$ cat src/rtl/dqd_pkg.sv
// shared types and codes for the deque with delete by value
package dqd_pkg;

    localparam int VALUE_W = 32;
    localparam int OP_W    = 3;
    localparam int STAT_W  = 2;
    localparam int COUNT_W = 5;

    localparam logic [OP_W-1:0] OP_PUSH_BACK  = 3'd0;
    localparam logic [OP_W-1:0] OP_POP_BACK   = 3'd1;
    localparam logic [OP_W-1:0] OP_TAKE_FRONT = 3'd2;
    localparam logic [OP_W-1:0] OP_PUT_FRONT  = 3'd3;
    localparam logic [OP_W-1:0] OP_DELETE     = 3'd4;

    localparam logic [STAT_W-1:0] ST_OK      = 2'd0;
    localparam logic [STAT_W-1:0] ST_EMPTY   = 2'd1;
    localparam logic [STAT_W-1:0] ST_FULL    = 2'd2;
    localparam logic [STAT_W-1:0] ST_NOMATCH = 2'd3;

    typedef struct packed {
        logic [OP_W-1:0]           operation;
        logic signed [VALUE_W-1:0] value_in;
    } req_t;

    typedef struct packed {
        logic signed [VALUE_W-1:0] value_out;
        logic [STAT_W-1:0]         status;
        logic [COUNT_W-1:0]        entry_count;
    } rsp_t;

endpackage

$ cat src/rtl/deque_with_delete_by_value.sv
// deque with delete by value: one request channel, one response channel.
// each req transaction carries an operation (push back, pop back, take front,
// put front, delete first match) and a value; each yields exactly one rsp
// transaction with the removed value, a status and the entry count after it.
// requests are taken one at a time: req_stall stays high from acceptance
// until the result has moved into the output register.
// push back, put front and unused codes go straight to the done state;
// pop back and take front pass read and load (one registered store read).
// delete walks the ring one entry per store access: a compare pass and then
// a read/write pair per entry moved.
// the output register lets the next request be accepted while a result waits
// under rsp_stall; a held result keeps its payload until taken.
// reset empties the queue (front and count cleared) and drops any pending
// result; the store contents are not cleared.
module deque_with_delete_by_value
    import dqd_pkg::*;
#(
    parameter int CAPACITY = 16
)(
    input  logic clk,
    input  logic rst_n,
    input  logic req_valid,
    output logic req_stall,
    input  req_t req,
    output logic rsp_valid,
    input  logic rsp_stall,
    output rsp_t rsp
);

    localparam int IDX_W = (CAPACITY > 1) ? $clog2(CAPACITY) : 1;
    localparam int CNT_W = $clog2(CAPACITY + 1);

    logic                      res_valid;
    logic                      res_stall;
    rsp_t                      res;
    logic                      mem_we;
    logic [IDX_W-1:0]          mem_waddr;
    logic signed [VALUE_W-1:0] mem_wdata;
    logic [IDX_W-1:0]          mem_raddr;
    logic signed [VALUE_W-1:0] mem_rdata;

    logic rsp_valid_reg, rsp_valid_next;
    rsp_t rsp_reg, rsp_next;
    logic load;

    dqd_ctrl #(
        .CAPACITY (CAPACITY),
        .IDX_W    (IDX_W),
        .CNT_W    (CNT_W)
    ) u_ctrl (
        .clk       (clk),
        .rst_n     (rst_n),
        .req_valid (req_valid),
        .req_stall (req_stall),
        .req       (req),
        .res_valid (res_valid),
        .res_stall (res_stall),
        .res       (res),
        .mem_we    (mem_we),
        .mem_waddr (mem_waddr),
        .mem_wdata (mem_wdata),
        .mem_raddr (mem_raddr),
        .mem_rdata (mem_rdata)
    );

    dqd_ram #(
        .DEPTH (CAPACITY),
        .AW    (IDX_W)
    ) u_ram (
        .clk   (clk),
        .we    (mem_we),
        .waddr (mem_waddr),
        .wdata (mem_wdata),
        .raddr (mem_raddr),
        .rdata (mem_rdata)
    );

    // output register frees when empty or taken this cycle
    assign res_stall = rsp_valid_reg && rsp_stall;
    assign load      = res_valid && !res_stall;

    always_comb
    begin
        rsp_valid_next = rsp_valid_reg;
        rsp_next       = rsp_reg;
        if (load)
        begin
            rsp_valid_next = 1'b1;
            rsp_next       = res;
        end
        else if (rsp_valid_reg && !rsp_stall)
        begin
            rsp_valid_next = 1'b0;
        end
    end

    always_ff @(posedge clk or negedge rst_n)
    begin
        if (!rst_n)
        begin
            rsp_valid_reg <= 1'b0;
        end
        else
        begin
            rsp_valid_reg <= rsp_valid_next;
        end
    end

    always_ff @(posedge clk)
    begin
        rsp_reg <= rsp_next;
    end

    assign rsp_valid = rsp_valid_reg;
    assign rsp       = rsp_reg;

endmodule

$ cat src/rtl/dqd_ram.sv
// entry store: one write port, one registered read port
module dqd_ram
    import dqd_pkg::*;
#(
    parameter int DEPTH = 16,
    parameter int AW    = 4
)(
    input  logic                      clk,
    input  logic                      we,
    input  logic [AW-1:0]             waddr,
    input  logic signed [VALUE_W-1:0] wdata,
    input  logic [AW-1:0]             raddr,
    output logic signed [VALUE_W-1:0] rdata
);

    logic signed [VALUE_W-1:0] mem [DEPTH];

    always_ff @(posedge clk)
    begin
        if (we)
        begin
            mem[waddr] <= wdata;
        end
    end

    always_ff @(posedge clk)
    begin
        rdata <= mem[raddr];
    end

endmodule

$ cat src/rtl/dqd_ctrl.sv
// sequencer for all operations: ring pointers, slot adder and match compare for delete
module dqd_ctrl
    import dqd_pkg::*;
#(
    parameter int CAPACITY = 16,
    parameter int IDX_W    = 4,
    parameter int CNT_W    = 5
)(
    input  logic                      clk,
    input  logic                      rst_n,
    input  logic                      req_valid,
    output logic                      req_stall,
    input  req_t                      req,
    output logic                      res_valid,
    input  logic                      res_stall,
    output rsp_t                      res,
    output logic                      mem_we,
    output logic [IDX_W-1:0]          mem_waddr,
    output logic signed [VALUE_W-1:0] mem_wdata,
    output logic [IDX_W-1:0]          mem_raddr,
    input  logic signed [VALUE_W-1:0] mem_rdata
);

    localparam int SUM_W = CNT_W + 1;
    localparam logic [SUM_W-1:0] CAP_S = SUM_W'(CAPACITY);

    typedef enum logic [5:0] {
        S_IDLE = 6'b000001,
        S_READ = 6'b000010,
        S_LOAD = 6'b000100,
        S_CMP  = 6'b001000,
        S_MOVE = 6'b010000,
        S_DONE = 6'b100000
    } state_t;

    state_t                    state_reg, state_next;
    logic [OP_W-1:0]           op_reg, op_next;
    logic signed [VALUE_W-1:0] val_reg, val_next;
    logic [IDX_W-1:0]          front_reg, front_next;
    logic [CNT_W-1:0]          count_reg, count_next;
    logic [CNT_W-1:0]          idx_reg, idx_next;
    logic                      shift_reg, shift_next;
    logic signed [VALUE_W-1:0] rval_reg, rval_next;
    logic [STAT_W-1:0]         rstat_reg, rstat_next;

    logic [SUM_W-1:0] idx_p1, idx_p2, cnt_s;
    logic [IDX_W-1:0] front_dec;

    // ring slot of the entry at offset off from base
    function automatic logic [IDX_W-1:0] slot(input logic [IDX_W-1:0] base,
                                              input logic [SUM_W-1:0] off);
        logic [SUM_W-1:0] s;
        s = SUM_W'(base) + off;
        if (s >= CAP_S)
        begin
            s = s - CAP_S;
        end
        return s[IDX_W-1:0];
    endfunction

    assign idx_p1    = SUM_W'(idx_reg) + SUM_W'(1);
    assign idx_p2    = SUM_W'(idx_reg) + SUM_W'(2);
    assign cnt_s     = SUM_W'(count_reg);
    assign front_dec = (front_reg == '0) ? IDX_W'(CAPACITY - 1) : front_reg - IDX_W'(1);

    assign req_stall = (state_reg != S_IDLE);
    assign res_valid = (state_reg == S_DONE);
    assign res.value_out   = rval_reg;
    assign res.status      = rstat_reg;
    assign res.entry_count = COUNT_W'(count_reg);

    // read address for the pending removal or scan step
    always_comb
    begin
        priority if (op_reg == OP_POP_BACK)
        begin
            mem_raddr = slot(front_reg, cnt_s - SUM_W'(1));
        end
        else if (op_reg == OP_TAKE_FRONT)
        begin
            mem_raddr = front_reg;
        end
        else if (shift_reg)
        begin
            mem_raddr = slot(front_reg, idx_p1);
        end
        else
        begin
            mem_raddr = slot(front_reg, SUM_W'(idx_reg));
        end
    end

    always_comb
    begin
        state_next = state_reg;
        op_next    = op_reg;
        val_next   = val_reg;
        front_next = front_reg;
        count_next = count_reg;
        idx_next   = idx_reg;
        shift_next = shift_reg;
        rval_next  = rval_reg;
        rstat_next = rstat_reg;
        mem_we     = 1'b0;
        mem_waddr  = slot(front_reg, cnt_s);
        mem_wdata  = req.value_in;

        unique case (state_reg)
            S_IDLE:
            begin
                if (req_valid)
                begin
                    op_next    = req.operation;
                    val_next   = req.value_in;
                    rval_next  = '0;
                    rstat_next = ST_OK;
                    idx_next   = '0;
                    shift_next = 1'b0;
                    state_next = S_DONE;
                    unique case (req.operation)
                        OP_PUSH_BACK:
                        begin
                            if (cnt_s >= CAP_S)
                            begin
                                rstat_next = ST_FULL;
                            end
                            else
                            begin
                                mem_we     = 1'b1;
                                count_next = count_reg + CNT_W'(1);
                            end
                        end
                        OP_PUT_FRONT:
                        begin
                            if (cnt_s >= CAP_S)
                            begin
                                rstat_next = ST_FULL;
                            end
                            else
                            begin
                                mem_we     = 1'b1;
                                mem_waddr  = front_dec;
                                front_next = front_dec;
                                count_next = count_reg + CNT_W'(1);
                            end
                        end
                        OP_POP_BACK, OP_TAKE_FRONT:
                        begin
                            if (count_reg == '0)
                            begin
                                rstat_next = ST_EMPTY;
                            end
                            else
                            begin
                                state_next = S_READ;
                            end
                        end
                        OP_DELETE:
                        begin
                            if (count_reg == '0)
                            begin
                                rstat_next = ST_NOMATCH;
                            end
                            else
                            begin
                                state_next = S_READ;
                            end
                        end
                        default:
                        begin
                        end
                    endcase
                end
            end
            S_READ:
            begin
                priority if (op_reg != OP_DELETE)
                begin
                    state_next = S_LOAD;
                end
                else if (shift_reg)
                begin
                    state_next = S_MOVE;
                end
                else
                begin
                    state_next = S_CMP;
                end
            end
            S_LOAD:
            begin
                rval_next  = mem_rdata;
                count_next = count_reg - CNT_W'(1);
                if (op_reg == OP_TAKE_FRONT)
                begin
                    front_next = slot(front_reg, SUM_W'(1));
                end
                state_next = S_DONE;
            end
            S_CMP:
            begin
                if (mem_rdata == val_reg)
                begin
                    if (idx_p1 < cnt_s)
                    begin
                        // close the gap from here on
                        shift_next = 1'b1;
                        state_next = S_READ;
                    end
                    else
                    begin
                        count_next = count_reg - CNT_W'(1);
                        state_next = S_DONE;
                    end
                end
                else if (idx_p1 < cnt_s)
                begin
                    idx_next   = idx_p1[CNT_W-1:0];
                    state_next = S_READ;
                end
                else
                begin
                    rstat_next = ST_NOMATCH;
                    state_next = S_DONE;
                end
            end
            S_MOVE:
            begin
                mem_we    = 1'b1;
                mem_waddr = slot(front_reg, SUM_W'(idx_reg));
                mem_wdata = mem_rdata;
                if (idx_p2 < cnt_s)
                begin
                    idx_next   = idx_p1[CNT_W-1:0];
                    state_next = S_READ;
                end
                else
                begin
                    count_next = count_reg - CNT_W'(1);
                    state_next = S_DONE;
                end
            end
            S_DONE:
            begin
                if (!res_stall)
                begin
                    state_next = S_IDLE;
                end
            end
            default:
            begin
                state_next = S_IDLE;
            end
        endcase
    end

    always_ff @(posedge clk or negedge rst_n)
    begin
        if (!rst_n)
        begin
            state_reg <= S_IDLE;
            front_reg <= '0;
            count_reg <= '0;
            shift_reg <= 1'b0;
        end
        else
        begin
            state_reg <= state_next;
            front_reg <= front_next;
            count_reg <= count_next;
            shift_reg <= shift_next;
        end
    end

    always_ff @(posedge clk)
    begin
        op_reg    <= op_next;
        val_reg   <= val_next;
        idx_reg   <= idx_next;
        rval_reg  <= rval_next;
        rstat_reg <= rstat_next;
    end

endmodule
$ cat config.mk
export PLATFORM = sky130hd
export DESIGN_NAME = deque_with_delete_by_value
export DESIGN_NICKNAME = d
export VERILOG_FILES = /design/src/rtl/dqd_pkg.sv /design/src/rtl/deque_with_delete_by_value.sv /design/src/rtl/dqd_ram.sv /design/src/rtl/dqd_ctrl.sv
export SDC_FILE = /design/constraint.sdc
export NUM_CORES = 1
export LEC_CHECK = 0
export ABC_AREA = 1
export BUFFER_PORTS_ARGS = -buffer_cell sky130_fd_sc_hd__buf_2
export CORE_MARGIN = 2
export CORE_UTILIZATION = 35
export CTS_BUF_LIST = sky130_fd_sc_hd__clkbuf_2 sky130_fd_sc_hd__clkbuf_4 sky130_fd_sc_hd__clkbuf_8
export DETAILED_ROUTE_END_ITERATION = 7
export SLEW_MARGIN = 30
export SYNTH_ARGS = -nofsm -noshare
export SYNTH_HDL_FRONTEND = slang
export SYNTH_SLANG_ARGS = --single-unit
export TNS_END_PERCENT = 10
$ cat constraint.sdc
create_clock -name clk -period 7.7 [get_ports clk]
set_input_delay 0.385 -clock clk [delete_from_list [all_inputs] [get_ports clk]]
set_output_delay 0.385 -clock clk [all_outputs]
set_load 0.1 [all_outputs]
==> run metrics <==
status finished, final reports clean; final hold vios 0; CP cell instances ha_1 -> inv_1 -> fa_1 -> nand2_1 -> o21ai_0 -> nand2_1 -> nand2_1 -> nand2_1 -> nand2_4 -> buf_4 -> nand3_1 -> nand3_1 -> nand3_1 -> nand2_1; WP data arrival 4.72 ns; Leak between 0.01 and 0.015 uW; DP Cell Count 3844; Setup Skew about 0.031 ns; most frequent cells after synthesis 625 x edfxtp_1, 604 x nand2_1, 543 x nand3_1, 348 x inv_1, 121 x nand3b_1; Crit. End Element flop; Placement Rows 106; initial core utilization 0.3538; Avg Inst Size Synth 10.91 um^2; Core Footprint 83690 um^2; clk sink count 674; Mapped Area slightly below 30000 um^2; Post-Syn Instances roughly 2.7k; Synth async-reset ratio 0.02522; Antenna Violating Nets Remaining 0; vias in the first global route 18.97k; CP Class flop to flop; max frequency ~250 MHz; Port Buf Inserts just under 80; CTS Buffer Depth 3; slowest stage delay, CP roughly 0.89 ns; largest family of logic cells by synthesized area simple AND/OR/NAND/NOR gates; met2 Use GR 0.2946; most common cell in the synthesized netlist edfxtp_1; Setup Buffers After CTS 0; GRT Overall Usage 0.1749; P&R area growth vs syn 15.00%; Synth Area in Adders 0.01521; GPL Wtd Cong 0.8271; largest net degree at the start of global routing between 150 and 200; Post-synth top flop edfxtp_1; post-synthesis sequential area ratio 0.6700; final slew viol count 0; Die Area about 87000 um^2; RSZ-0062 raised after global routing false; part of the cycle the worst path needs 0.5280; Max FO, Critical Path 68; layout cell share with drive strength beyond 1 0.1273; Ys Warns 0; clock tree from TritonCTS done; Final Setup Violations 0; IR drop worst, VDD 0.3679 mV; Worst slew margin 0.3229; total CTS buffers approximately 110; Final Non-Filler Cells 4082; I/O pin count 80; worst min-delay path category input port to flop; initial antenna violation count 4; # DRC 0; nets roughly 2.9k; Compound-Gate Fraction of Synth Area 0.01310; DR WL/cell 18.72 um; cell accounting for the most synthesized area edfxtp_1; Slew @ Worst Pin a little over 1 ns; number of synthesized register bits between 600 and 700; total power around 14000 uW; vias roughly 20k; first-pass GRT wire length 114700 um; slowest cell on the critical path buf_4; XOR/XNOR Fraction of Synth Area 0.01272; GRT met1 Usage 0.2273; Die Span Y approximately 290 um; maxcap violations 0; DRT Pass-1 Iters 5; total congestion overflow 0; setup TNS 0 ns; routed wire length ~76000 um; pre-CTS WS between 3 and 4 ns; syn_nets between 2k and 3k; pwr dens just over 400 nW/um^2; routing usage on met3 0.02375; Clk pin slew, worst setup/hold paths approximately 0.060 ns; hold_ws ~0.12 ns; via/cell ratio around 4.8; clk_lat worst skew approximately 0.72 ns; htree depth 3; Worst Slack Setup Final about 3.6 ns; Largest register FFs between 500 and 600; Post-synth EDFFs 625; root buffer cell clkbuf_8; synth top area cells edfxtp_1 63%, nand3_1 9.2%, nand2_1 7.7%; critical path's most frequent cell nand2_1; mux share of post-synthesis cell area 0; Die Wd 294.8 um; Startpoint Class flop; post-synth top area share 0.6340; count of cell types in the netlist 38; crit path time final around 4.1 ns; Most Used Layer, Global Route met2; post-DP HPWL 38120 um; CP required about 8.4 ns; Synth Area in Simple Gates 0.2187; Iteration-0 DRC Markers between 1.5k and 2k
-- critical path: cells and delay by family (launching register included) --
family | cells | cell delay, ns
simple gates | 9 | 1.49
compound gates | 1 | 0.10
flops | 1 | 0.52
buf+inv | 2 | 0.98
fa+ha+maj | 2 | 0.89
-- final timing paths --
path,startpoint,endpoint,slack [ns],depth (start not counted)
setup reg to reg,u_ctrl.idx_reg[1]$_SDFFCE_PP0P_,u_ram.rdata[15]$_DFF_P_,3.63,14
setup / recovery,u_ctrl.idx_reg[1]$_SDFFCE_PP0P_,u_ram.rdata[15]$_DFF_P_,3.63,14
min in group asynchronous,rst_n,u_ctrl.shift_reg$_DFFE_PN0P_,0.16,2
hold / removal,req_valid,u_ctrl.state_reg[0]$_DFFE_PN1P_,0.12,4
hold reg to reg,u_ctrl.rval_reg[27]$_SDFFCE_PN0P_,rsp[34]$_DFFE_PP_,0.41,0
max in group asynchronous,rst_n,u_ctrl.state_reg[0]$_DFFE_PN1P_,7.20,2
-- area by class of cell --
type	count	area (um^2)
fill	8012	49640
sequential	674	19840
multi-input combinational	1546	7934
clock buffer	167	2048
tap	1134	1419
inverter	351	1318
timing repair buffer	176	1256
clock inverter	31	226.5
antenna	3	7.507
-- cells in the final DEF, fill, tap and decap left out, types with 8 or more instances in the layout --
| cell | count |
|---|---|
| clkbuf_4 | 40 |
| clkinv_2 | 12 |
| nor2_1 | 80 |
| nor2_4 | 17 |
| buf_4 | 56 |
| clkbuf_8 | 127 |
| xor2_1 | 10 |
| inv_1 | 348 |
| clkinv_1 | 11 |
| nor3_1 | 8 |
| dlygate4sd3_1 | 37 |
| nand3b_1 | 121 |
| nand3_1 | 542 |
| o21ai_0 | 42 |
| nand2_1 | 599 |
| a21oi_1 | 11 |
| xnor2_1 | 33 |
| ha_1 | 28 |
| nand4_1 | 13 |
| buf_2 | 79 |
| dfxtp_1 | 32 |
| edfxtp_1 | 625 |
| dfrtp_1 | 16 |
-- metal layers --
layer / share of wire / wire [um]
met5: 0 / 0
met4: 0.032 / 2468
met3: 0.058 / 4416
met2: 0.48 / 36510
met1: 0.43 / 33040
-- what timing repair did --
action,CTS,global route
gates resized for setup,0,0
setup endpoints to repair,0,0
hold buffers,37,0
endpoints found under the hold margin,53,0
-- through the flow --
| stage | area [um^2] | utilization |
|---|---|---|
| 2_1_floorplan | 29600 | - |
| 3_3_place_gp | 31330 | 0.3744 |
| 3_5_place_dp | 31380 | 0.3749 |
| 4_1_cts | 34020 | 0.4065 |
| 5_1_grt | 34040 | 0.4068 |
| 6_report | 34040 | 0.4068 |
-- logic make-up after synthesis --
logic type / count (synthesis)
AND/OR/NAND/NOR: 1398
flip-flops: 674
buffers and inverters: 494
AO/OA/AOI/OAI: 72
XOR/XNOR: 43
adder cells (fa/ha/maj): 33
-- where the power goes --
group | switching, uW | leakage [uW] | internal [uW] | total [uW]
logic | 4540 | 0.00636 | 1780 | 6320
registers | 218 | 0.00615 | 4430 | 4650
clock network | 1420 | 0.00122 | 1760 | 3180
Power figures use the tool's default switching activity.
